## config.mk

```make
export PLATFORM = sky130hd
export DESIGN_NAME = ring_queue_slot_manager
export DESIGN_NICKNAME = d
export VERILOG_FILES = /design/src/rqsm_pkg.sv /design/src/ring_queue_slot_manager.sv
export SDC_FILE = /design/constraint.sdc
export NUM_CORES = 1
export LEC_CHECK = 0
export BUFFER_PORTS_ARGS = -buffer_cell sky130_fd_sc_hd__buf_4
export CORE_MARGIN = 5
export CORE_UTILIZATION = 45
export CTS_CLUSTER_DIAMETER = 60
export DETAILED_ROUTE_END_ITERATION = 7
export PLACE_DENSITY = 0.71
export SLEW_MARGIN = 10
export SYNTH_ARGS = -nofsm -noshare
export SYNTH_HDL_FRONTEND = slang
export SYNTH_SLANG_ARGS = --single-unit
```

## constraint.sdc

```tcl
create_clock -name clk_i -period 9.8 [get_ports clk_i]
set_input_delay 0.49 -clock clk_i [delete_from_list [all_inputs] [get_ports clk_i]]
set_output_delay 0.49 -clock clk_i [all_outputs]
set_load 0.01 [all_outputs]
```

## src/rqsm_pkg.sv

```systemverilog
`timescale 1ns / 1ps
// ----------------------------------------------------------------------------
// rqsm_pkg
// Shared widths, limits and command codes for the ring queue slot manager.
// ----------------------------------------------------------------------------
package rqsm_pkg;

  localparam int unsigned MAX_SLOTS      = 1024;
  localparam int unsigned MAX_ELEM_BYTES = 4096;

  localparam int unsigned PTR_W  = 10;
  localparam int unsigned CNT_W  = 11;
  localparam int unsigned SIZE_W = 13;
  localparam int unsigned OFF_W  = 22;
  localparam int unsigned CMD_W  = 3;
  localparam int unsigned CFG_W  = 13;

  typedef logic [PTR_W-1:0]  ptr_t;
  typedef logic [CNT_W-1:0]  cnt_t;
  typedef logic [SIZE_W-1:0] size_t;

  typedef enum logic [CMD_W-1:0] {
    CMD_RESET     = 3'd0,
    CMD_PEEK      = 3'd1,
    CMD_POP       = 3'd2,
    CMD_ALLOC     = 3'd3,
    CMD_ALLOC_RUN = 3'd4,
    CMD_FREE      = 3'd5,
    CMD_STATUS    = 3'd6
  } cmd_e;

  typedef enum logic {
    CFG_CAPACITY  = 1'b0,
    CFG_ELEM_SIZE = 1'b1
  } cfg_e;

endpackage

```

## src/ring_queue_slot_manager.sv

```systemverilog
`timescale 1ns / 1ps
// ----------------------------------------------------------------------------
// ring_queue_slot_manager
// Head, tail and fill count of a circular slot queue, one request per cycle unless stalled.
// ----------------------------------------------------------------------------
// path: a request is registered in the request register on acceptance, and its
//   result is registered in the result register when the request completes
// throughput: one request per cycle while the output is not stalled; a pointer
//   wrap whose operand is at least twice the capacity (only after capacity is
//   lowered) holds the request in the bit-serial remainder unit
// reset: asynchronous, clears pointers and fill count, capacity 1024, size 1
module ring_queue_slot_manager (
  input  logic                            clk_i,
  input  logic                            rst_ni,
  input  logic                            cfg_we_i,
  input  logic                            cfg_idx_i,
  input  logic [rqsm_pkg::CFG_W-1:0]      cfg_data_i,
  input  logic                            in_valid_i,
  output logic                            in_ready_o,
  input  logic [rqsm_pkg::CMD_W-1:0]      command_i,
  input  logic [rqsm_pkg::CNT_W-1:0]      count_i,
  output logic                            out_valid_o,
  input  logic                            out_ready_i,
  output logic                            error_o,
  output logic [rqsm_pkg::PTR_W-1:0]      slot_index_o,
  output logic [rqsm_pkg::OFF_W-1:0]      byte_offset_o,
  output logic [rqsm_pkg::CNT_W-1:0]      fill_count_o,
  output logic                            has_space_o
);

  localparam int unsigned PTR_W  = rqsm_pkg::PTR_W;
  localparam int unsigned CNT_W  = rqsm_pkg::CNT_W;
  localparam int unsigned SIZE_W = rqsm_pkg::SIZE_W;
  localparam int unsigned OFF_W  = rqsm_pkg::OFF_W;
  localparam int unsigned PROD_W = PTR_W + SIZE_W;
  localparam logic [3:0]  DivLast = 4'(CNT_W - 1);

  // configuration
  rqsm_pkg::cnt_t  capacity_q;
  rqsm_pkg::size_t elem_size_q;

  // queue state
  rqsm_pkg::ptr_t head_q, head_d;
  rqsm_pkg::ptr_t tail_q, tail_d;
  rqsm_pkg::cnt_t occ_q, occ_d;

  // request register
  logic            req_valid_q;
  rqsm_pkg::cmd_e  cmd_q;
  rqsm_pkg::cnt_t  count_q;

  // result register
  logic            out_valid_q;
  logic            out_error_q;
  rqsm_pkg::ptr_t  out_index_q;
  logic [OFF_W-1:0] out_offset_q;
  rqsm_pkg::cnt_t  out_fill_q;
  logic            out_space_q;

  // bit-serial remainder unit
  logic            div_busy_q;
  logic            div_done_q;
  logic [3:0]      div_cnt_q;
  rqsm_pkg::cnt_t  div_x_q;
  rqsm_pkg::ptr_t  div_rem_q;
  rqsm_pkg::cnt_t  div_t;
  rqsm_pkg::ptr_t  div_rem_d;

  rqsm_pkg::cnt_t  cap;
  rqsm_pkg::size_t size_eff;
  logic [CNT_W:0]  cap2;
  logic [CNT_W:0]  sum_tn;
  logic [CNT_W:0]  sum_on;
  rqsm_pkg::cnt_t  mod_x;
  logic            x_ge_cap;
  logic            x_ge_2cap;
  rqsm_pkg::ptr_t  mod_val;
  logic            err;
  logic            mod_use;
  rqsm_pkg::ptr_t  idx;
  logic [PROD_W-1:0] prod;
  logic            wait_div;
  logic            div_start;
  logic            s1_fire;

  // effective configuration
  always_comb begin
    if (capacity_q == '0) begin
      cap = CNT_W'(1);
    end else if (capacity_q > CNT_W'(rqsm_pkg::MAX_SLOTS)) begin
      cap = CNT_W'(rqsm_pkg::MAX_SLOTS);
    end else begin
      cap = capacity_q;
    end
    if (elem_size_q > SIZE_W'(rqsm_pkg::MAX_ELEM_BYTES)) begin
      size_eff = SIZE_W'(rqsm_pkg::MAX_ELEM_BYTES);
    end else begin
      size_eff = elem_size_q;
    end
  end

  assign cap2   = {cap, 1'b0};
  assign sum_tn = {2'b00, tail_q} + {1'b0, count_q};
  assign sum_on = {1'b0, occ_q} + {1'b0, count_q};

  // wrap operand
  always_comb begin
    case (cmd_q)
      rqsm_pkg::CMD_POP:       mod_x = {1'b0, head_q} + CNT_W'(1);
      rqsm_pkg::CMD_ALLOC:     mod_x = {1'b0, tail_q} + CNT_W'(1);
      rqsm_pkg::CMD_ALLOC_RUN: mod_x = sum_tn[CNT_W-1:0];
      rqsm_pkg::CMD_FREE:      mod_x = count_q - {1'b0, tail_q};
      default:                 mod_x = '0;
    endcase
  end

  assign x_ge_cap  = mod_x >= cap;
  assign x_ge_2cap = {1'b0, mod_x} >= cap2;

  always_comb begin
    if (x_ge_2cap) begin
      mod_val = div_rem_q;
    end else if (x_ge_cap) begin
      mod_val = PTR_W'(mod_x - cap);
    end else begin
      mod_val = mod_x[PTR_W-1:0];
    end
  end

  // command decode and next state
  always_comb begin
    err     = 1'b0;
    mod_use = 1'b0;
    idx     = '0;
    head_d  = head_q;
    tail_d  = tail_q;
    occ_d   = occ_q;
    unique case (cmd_q)
      rqsm_pkg::CMD_RESET: begin
        head_d = '0;
        tail_d = '0;
        occ_d  = '0;
      end
      rqsm_pkg::CMD_PEEK: begin
        if (occ_q == '0) begin
          err = 1'b1;
        end else begin
          idx = head_q;
        end
      end
      rqsm_pkg::CMD_POP: begin
        if (occ_q == '0) begin
          err = 1'b1;
        end else begin
          idx     = head_q;
          mod_use = 1'b1;
          head_d  = mod_val;
          occ_d   = occ_q - CNT_W'(1);
        end
      end
      rqsm_pkg::CMD_ALLOC: begin
        if (occ_q >= cap) begin
          err = 1'b1;
        end else begin
          idx     = tail_q;
          mod_use = 1'b1;
          tail_d  = mod_val;
          occ_d   = occ_q + CNT_W'(1);
        end
      end
      rqsm_pkg::CMD_ALLOC_RUN: begin
        if (count_q == '0 || sum_on > {1'b0, cap} || sum_tn > {1'b0, cap}) begin
          err = 1'b1;
        end else begin
          idx     = tail_q;
          mod_use = 1'b1;
          tail_d  = mod_val;
          occ_d   = sum_on[CNT_W-1:0];
        end
      end
      rqsm_pkg::CMD_FREE: begin
        if (count_q > occ_q) begin
          err = 1'b1;
        end else begin
          occ_d = occ_q - count_q;
          if (count_q <= {1'b0, tail_q}) begin
            tail_d = tail_q - count_q[PTR_W-1:0];
          end else begin
            mod_use = 1'b1;
            if (mod_val == '0) begin
              tail_d = '0;
            end else begin
              tail_d = PTR_W'(cap - {1'b0, mod_val});
            end
          end
        end
      end
      rqsm_pkg::CMD_STATUS: begin
      end
      default: begin
        err = 1'b1;
      end
    endcase
  end

  assign prod = PROD_W'(idx) * PROD_W'(size_eff);

  assign wait_div  = mod_use && x_ge_2cap && !div_done_q;
  assign div_start = req_valid_q && wait_div && !div_busy_q;
  assign s1_fire   = req_valid_q && !wait_div && (!out_valid_q || out_ready_i);
  assign in_ready_o = !req_valid_q || s1_fire;

  assign div_t     = {div_rem_q, div_x_q[CNT_W-1]};
  assign div_rem_d = (div_t >= cap) ? PTR_W'(div_t - cap) : div_t[PTR_W-1:0];

  // configuration registers
  always_ff @(posedge clk_i or negedge rst_ni) begin
    if (!rst_ni) begin
      capacity_q  <= CNT_W'(rqsm_pkg::MAX_SLOTS);
      elem_size_q <= SIZE_W'(1);
    end else if (cfg_we_i) begin
      unique case (rqsm_pkg::cfg_e'(cfg_idx_i))
        rqsm_pkg::CFG_CAPACITY:  capacity_q  <= cfg_data_i[CNT_W-1:0];
        rqsm_pkg::CFG_ELEM_SIZE: elem_size_q <= cfg_data_i[SIZE_W-1:0];
        default: ;
      endcase
    end
  end

  // request register
  always_ff @(posedge clk_i or negedge rst_ni) begin
    if (!rst_ni) begin
      req_valid_q <= 1'b0;
    end else if (in_valid_i && in_ready_o) begin
      req_valid_q <= 1'b1;
    end else if (s1_fire) begin
      req_valid_q <= 1'b0;
    end
  end

  always_ff @(posedge clk_i) begin
    if (in_valid_i && in_ready_o) begin
      cmd_q   <= rqsm_pkg::cmd_e'(command_i);
      count_q <= count_i;
    end
  end

  // queue state
  always_ff @(posedge clk_i or negedge rst_ni) begin
    if (!rst_ni) begin
      head_q <= '0;
      tail_q <= '0;
      occ_q  <= '0;
    end else if (s1_fire) begin
      head_q <= head_d;
      tail_q <= tail_d;
      occ_q  <= occ_d;
    end
  end

  // remainder unit
  always_ff @(posedge clk_i or negedge rst_ni) begin
    if (!rst_ni) begin
      div_busy_q <= 1'b0;
      div_done_q <= 1'b0;
      div_cnt_q  <= '0;
    end else if (div_start) begin
      div_busy_q <= 1'b1;
      div_cnt_q  <= '0;
    end else if (div_busy_q) begin
      div_cnt_q <= div_cnt_q + 4'd1;
      if (div_cnt_q == DivLast) begin
        div_busy_q <= 1'b0;
        div_done_q <= 1'b1;
      end
    end else if (s1_fire) begin
      div_done_q <= 1'b0;
    end
  end

  always_ff @(posedge clk_i) begin
    if (div_start) begin
      div_x_q   <= mod_x;
      div_rem_q <= '0;
    end else if (div_busy_q) begin
      div_x_q   <= {div_x_q[CNT_W-2:0], 1'b0};
      div_rem_q <= div_rem_d;
    end
  end

  // result register
  always_ff @(posedge clk_i or negedge rst_ni) begin
    if (!rst_ni) begin
      out_valid_q <= 1'b0;
    end else if (s1_fire) begin
      out_valid_q <= 1'b1;
    end else if (out_ready_i) begin
      out_valid_q <= 1'b0;
    end
  end

  always_ff @(posedge clk_i) begin
    if (s1_fire) begin
      out_error_q  <= err;
      out_index_q  <= idx;
      out_offset_q <= prod[OFF_W-1:0];
      out_fill_q   <= occ_d;
      out_space_q  <= occ_d < cap;
    end
  end

  assign out_valid_o   = out_valid_q;
  assign error_o       = out_error_q;
  assign slot_index_o  = out_index_q;
  assign byte_offset_o = out_offset_q;
  assign fill_count_o  = out_fill_q;
  assign has_space_o   = out_space_q;

  // checks
  a_div_needs_req : assert property (@(posedge clk_i) disable iff (!rst_ni)
    div_busy_q |-> req_valid_q)
    else $error("remainder unit busy with no request held");

  a_div_exclusive : assert property (@(posedge clk_i) disable iff (!rst_ni)
    !(div_busy_q && div_done_q))
    else $error("remainder unit busy and done at once");

  a_err_keeps_state : assert property (@(posedge clk_i) disable iff (!rst_ni)
    s1_fire && err |=> $stable(head_q) && $stable(tail_q) && $stable(occ_q))
    else $error("refused request changed queue state");

  a_fill_bound : assert property (@(posedge clk_i) disable iff (!rst_ni)
    occ_q <= CNT_W'(rqsm_pkg::MAX_SLOTS))
    else $error("fill count beyond slot limit");

  a_fire_gives_result : assert property (@(posedge clk_i) disable iff (!rst_ni)
    s1_fire |=> out_valid_q)
    else $error("completed request produced no result");

endmodule

```

==> results of run 1 <==
==> cell families (layout without fill, tap and decap cells) <==
| kind of cell | after synthesis | count (layout) | synth area share |
|---|---|---|---|
| adders and majority gates | 288 | 288 | 0.263 |
| DFF | 143 | 143 | 0.237 |
| xor gates and xnor gates | 91 | 91 | 0.0488 |
| muxes | 78 | 78 | 0.0511 |
| buffers and inverters | 232 | 342 | 0.0570 |
| AOI/OAI and AO/OA | 377 | 377 | 0.165 |
| and+or+nand+nor | 586 | 586 | 0.177 |
==> flip-flops by register name (all words and copies together), names as in the netlist, 3 cells and up <==
signal	flops
div_cnt_q	4
div_x_q	11
capacity_q	11
fill_count_o	11
elem_size_q	13
tail_q	10
occ_q	11
div_rem_q	10
head_q	10
slot_index_o	10
byte_offset_o	22
count_q	11
cmd_q	3
==> worst max path at each step <==
stage	startpoint	endpoint	slack [ns]	depth (start not counted)
floorplan	count_q[1]	byte_offset_o[21]	0.79	37
global route	tail_q[5]	byte_offset_o[20]	0.009	36
finish	tail_q[5]	byte_offset_o[20]	0.51	35
CTS	tail_q[5]	byte_offset_o[21]	0.18	36
detailed placement	tail_q[5]	byte_offset_o[21]	0.18	36
global placement	tail_q[5]	byte_offset_o[21]	0.38	37
==> routing by layer <==
layer,GRT usage,vias to the layer above,wire length [µm]
met4,0.101,2,2090
met3,0.0389,118,3620
met5,0,-,13
met1,0.338,6988,22100
met2,0.440,568,25200
li1,-,6559,-
==> stage by stage <==
stage               cells  power [mW]
finish               2366        4.98
global route         2366        5.32
CTS                  2365        4.92
detailed placement   2333        4.22
global placement     2333        4.17
floorplan            1795        3.26
==> layout make-up <==
type	count	share of cell area
multi-input cells	1420	0.632
inverters	167	0.0342
well taps	461	0.0315
repair buffers	143	0.0586
flip-flops and latches	143	0.212
clock inverters	13	0.00676
clock buffers	19	0.0248
==> power by group <==
| group | leakage (nW) | internal (mW) | switching (mW) | total [mW] |
|---|---|---|---|---|
| sequential | 1.56 | 0.836 | 0.169 | 1.00 |
| combinational | 6.55 | 1.32 | 1.99 | 3.30 |
| clock | 0.289 | 0.369 | 0.305 | 0.674 |
| total | 8.39 | 2.52 | 2.46 | 4.98 |
==> timing repair <==
item / 4_1_cts / 5_1_grt
gates resized for setup: 0 / 8
buffers inserted: 0 / 1
setup endpoints to repair: 0 / 5
==> cells in the final DEF, fill, tap and decap left out, drive strengths merged, types with 35 or more instances in the layout <==
cell / n
a21oi: 78
buf: 143
dfrtp: 61
edfxtp: 70
fa: 93
ha: 195
inv: 169
mux2: 43
mux2i: 35
nand2: 193
nand2b: 36
nand3: 42
nor2: 129
nor2b: 36
nor3: 43
o21ai: 76
xnor2: 64
==> impl_metrics.json, run 1 <==
{
  "status": "completed",
  "path_buf_inv": 6,
  "hpwl_um": 42100,
  "crit_required_ns": 10.00,
  "wl_per_cell_um": 22.4,
  "critPathKind": "reg -> reg",
  "max_freq_mhz": 108,
  "finalSetupViolCount": 0,
  "cts_inserted_buffers": 17,
  "antennaDiodeCount": 0,
  "cts.path.max_buffers": 2,
  "syn_to_final_growth_pct": 12.1,
  "yosysMostFrequentCell": "ha_1",
  "drc_errors": 0,
  "vdd_drop_max_mv": 0.139,
  "num_vias": 14200,
  "async_reset_ff_frac": 0.441,
  "min_period_over_period": 0.948,
  "power_leakage_nw": 8.39,
  "synthesis.area_um2": 16300,
  "hold_ws_ns": 0.136,
  "r2r-end": "byte_offset_o[20]",
  "tightest_slew_ns": 1.05,
  "reg2regPathDepth": 35,
  "root_buffer": "clkbuf_16",
  "cellPowerDensity_nw_per_um2": 272,
  "drv_cap": 0,
  "syn_avg_cell_area_um2": 9.10,
  "relSlewSlack": 0.299,
  "ys_seq_elements": 143,
  "start_util": 0.457,
  "clk_latency_ns": 0.46,
  "worstReg2RegStart": "tail_q[5]",
  "grt_first_pass_wirelength_um": 82900,
  "synthCells": 1795,
  "postCtsHoldBufs": 0,
  "htreeDepth": 4,
  "endpoint_kind": "register",
  "nets": 2213,
  "clock_sinks": 143,
  "die_y_um": 201,
  "hold_class": "in -> async",
  "min_period_ns": 9.29,
  "fin_skew_ns": 0.0122,
  "ys_seq_area_frac": 0.237,
  "fin_ws_ns": 0.514,
  "drtIter0Drc": 1315,
  "critPathMaxStageDelay_ns": 0.55,
  "die_area_um2": 40200,
  "grt_max_degree": 64,
  "grtUsageTotal": 0.260,
  "drive_above_1_share": 0.142,
  "core_area_um2": 35700,
  "synthTopCellsByArea": "ha_1 (15%), edfxtp_1 (13%), fa_1 (11%), dfrtp_1 (9.3%), nand2_1 (4.4%)",
  "grt_pass1_vias": 14300,
  "final_core_util": 0.512,
  "wl_um": 53000,
  "slowest_stage": "fa_1",
  "setup-tns-final_ns": 0,
  "multi_input_area_um2": 11600,
  "port-buffer-count": 79,
  "synth_edf_count": 70,
  "yosys.area.top_type": "ha_1",
  "yosys_most_used_dff": "edfxtp_1",
  "pre_cts_slack_ns": 0.184,
  "r2r_slack_ns": 0.51,
  "cp_top_family": "adder cells",
  "clk_pin_slew_worst_paths_ns": 0.08,
  "start_kind": "register",
  "antenna_found_initial": 1,
  "hold_violations": 0,
  "rsz0062_at_grt": "false",
  "regArea_um2": 3880,
  "pin_count": 80,
  "yosysUniqueCellTypes": 103,
  "synth_fp_nets": 2116,
  "drt_first_pass_iters": 5,
  "fill_cells": 3368,
  "die-width_um": 201,
  "final_area_um2": 18300,
  "synth_top_area_share": 0.149,
  "routed_via_density": 6.02,
  "arrival_ns": 9.49,
  "drv_slew": 0,
  "gp_congestion": 0.987,
  "gr-total-overflow": 0,
  "ys_warn_count": 0,
  "crit_fanout": 12,
  "row_count": 69,
  "place_area_um2": 17700,
  "synthTopCellsByCount": "ha_1 (195), nand2_1 (191), inv_1 (155)",
  "detail-route-antenna-nets": 0,
  "cts_tree": "built"
}
Note: power is estimated with default switching activity, not from simulation.
==> inputs of run 2 (changes only) <==
Settings changed: CORE_UTILIZATION 45 to 50, CTS_CLUSTER_SIZE from default to 28, PLACE_DENSITY 0.71 to 0.76.
==> run 2 against run 1 <==
Compared with the run above:
- clock-buffer cell count grew 1
- clock skew grew 0.0058 ns
- utilization grew 5.2 points
- routed wire length shrank 4.1%
- total power is essentially flat
- sequential power is essentially flat
- non-clock buffer count shrank 7
- final cell count shrank 1.1%
- maximum frequency shrank 0.50%
- largest cell class unchanged
- largest power group unchanged
==> impl_metrics.json, run 2 (synthesis results as in run 1) <==
{
  "critPathKind": "reg -> reg",
  "final_core_util": 0.564,
  "post_cts_buffers": 0,
  "final_common_cell": "ha_1",
  "cts_tree": "built",
  "power_leakage_nw": 8.36,
  "htreeDepth": 4,
  "status": "completed",
  "gr-total-overflow": 0,
  "drtIter0Drc": 1359,
  "path_common_cell": "fa_1",
  "final_cell_mix": "ha_1 (194), nand2_1 (191), inv_1 (155), buf_4 (136), nor2_1 (128)",
  "antennaDiodeCount": 0,
  "start_util": 0.505,
  "hold_violations": 0,
  "core_area_um2": 32400,
  "die_area_um2": 36400,
  "total_power_mw": 4.98,
  "critPathMaxStageDelay_ns": 0.56,
  "hold_class": "in -> async",
  "p_comb_frac": 0.659,
  "min_period_over_period": 0.952,
  "gp_congestion": 0.983,
  "drt_first_pass_iters": 6,
  "endpoint_kind": "register",
  "die_y_um": 191,
  "worstReg2RegStart": "count_q[5]",
  "root_buffer": "clkbuf_16",
  "row_count": 66,
  "grtUsageTotal": 0.280,
  "detail-route-antenna-nets": 0,
  "largest_reg_flops": 22,
  "syn_to_final_growth_pct": 11.7,
  "wl_um": 50800,
  "cts.path.max_buffers": 2,
  "start_kind": "register",
  "reg2regPathDepth": 31,
  "grt_first_pass_wirelength_um": 79400,
  "drv_slew": 0,
  "cts_inserted_buffers": 17,
  "cellPowerDensity_nw_per_um2": 273,
  "grt_pass1_vias": 14300,
  "routed_via_density": 6.07,
  "relSlewSlack": 0.222,
  "die-width_um": 191,
  "seqPwrFrac": 0.206,
  "clk_latency_ns": 0.46,
  "p_int_mw": 2.52,
  "crit_required_ns": 10.00,
  "pin_count": 80,
  "setup-tns-final_ns": 0,
  "num_vias": 14200,
  "arrival_ns": 9.53,
  "fin_skew_ns": 0.0180,
  "p_clk_frac": 0.135,
  "vdd_drop_max_mv": 0.144,
  "drive_above_1_share": 0.140,
  "slowest_stage": "fa_1",
  "pre_cts_slack_ns": 0.258,
  "crit_fanout": 6,
  "fill_cells": 2925,
  "hold_ws_ns": 0.126,
  "r2r-end": "byte_offset_o[20]",
  "tightest_slew_ns": 1.17,
  "rsz0062_at_grt": "false",
  "r2r_slack_ns": 0.47,
  "max_freq_mhz": 107,
  "nets": 2206,
  "wl_per_cell_um": 21.7,
  "drc_errors": 0,
  "drv_cap": 0,
  "clock_sinks": 143,
  "switching_share": 0.494,
  "clk_pin_slew_worst_paths_ns": 0.06,
  "grt_max_degree": 64,
  "port-buffer-count": 79,
  "fin_ws_ns": 0.467,
  "hpwl_um": 40300,
  "finalSetupViolCount": 0,
  "power.switching_mw": 2.46,
  "antenna_found_initial": 1,
  "endpoint": "byte_offset_o[20]",
  "startpoint": "count_q[5]",
  "min_period_ns": 9.33
}
run 2: cell types whose count changed in the layout (fill, tap and decap cells not counted), sizes merged:
cell    before  now
buf        143  136
clkbuf      19   20
inv        169  171
clkinv      10    7
run 2: worst min-delay path by stage:
stage | startpoint | to | slack, ns | cells after the start
CTS | rst_ni | out_valid_o | 0.18 | 1
global placement | div_rem_q[0] | div_rem_q[0] | 0.47 | 2
global route | command_i[1] | cmd_q[1] | 0.19 | 1
finish | rst_ni | occ_q[3] | 0.13 | 1
detailed placement | div_rem_q[0] | div_rem_q[0] | 0.48 | 2
floorplan | rst_ni | capacity_q[0] | 0.19 | 0
run 2: power groups by stage:
| stage | Combinational (mW) | Clock (mW) | Sequential (mW) |
|---|---|---|---|
| 4_1_cts | 3.19 | 0.674 | 1.02 |
| 6_report | 3.28 | 0.671 | 1.03 |
| 2_1_floorplan | 2.28 | 0 | 0.977 |
| 3_3_place_gp | 3.11 | 0 | 1.03 |
| 3_5_place_dp | 3.17 | 0 | 1.03 |
| 5_1_grt | 3.56 | 0.703 | 1.04 |
run 2: through the flow:
step           std cells  area, µm²
3_3_place_gp        2308      17600
3_5_place_dp        2308      17600
5_1_grt             2340      18300
2_1_floorplan       1795      16300
6_report            2340      18300
4_1_cts             2340      18200
run 2: what timing repair did:
| item | CTS | global route |
|---|---|---|
| setup endpoints to repair | 0 | 4 |
| resized for setup | 0 | 11 |
| hold buffers | 0 | 0 |
run 2: worst max-delay path, delay by kind of cell (launching register included):
family          cells  cell delay (ns)
compound gates     13             3.33
xor+xnor            2             0.26
fa+ha+maj           8             3.52
simple gates        5             1.22
buf+inv             3             0.27
flops               1             0.49
run 2: metal layers:
metal | vias to the layer above | track usage | share of wire
met4 | 2 | 0.141 | 0.053
met5 | - | 0 | 0.00026
met2 | 660 | 0.455 | 0.46
met3 | 166 | 0.0514 | 0.074
li1 | 6537 | - | -
met1 | 6846 | 0.359 | 0.41
run 2: layout make-up:
class,count,area [µm²],area share
Multi-Input combinational cell,1420,11600,0.635
Sequential cell,143,3880,0.213
Timing Repair Buffer,136,1020,0.0559
Inverter,167,627,0.0343
Tap cell,442,553,0.0303
Clock buffer,20,458,0.0251
Clock inverter,12,120,0.00658
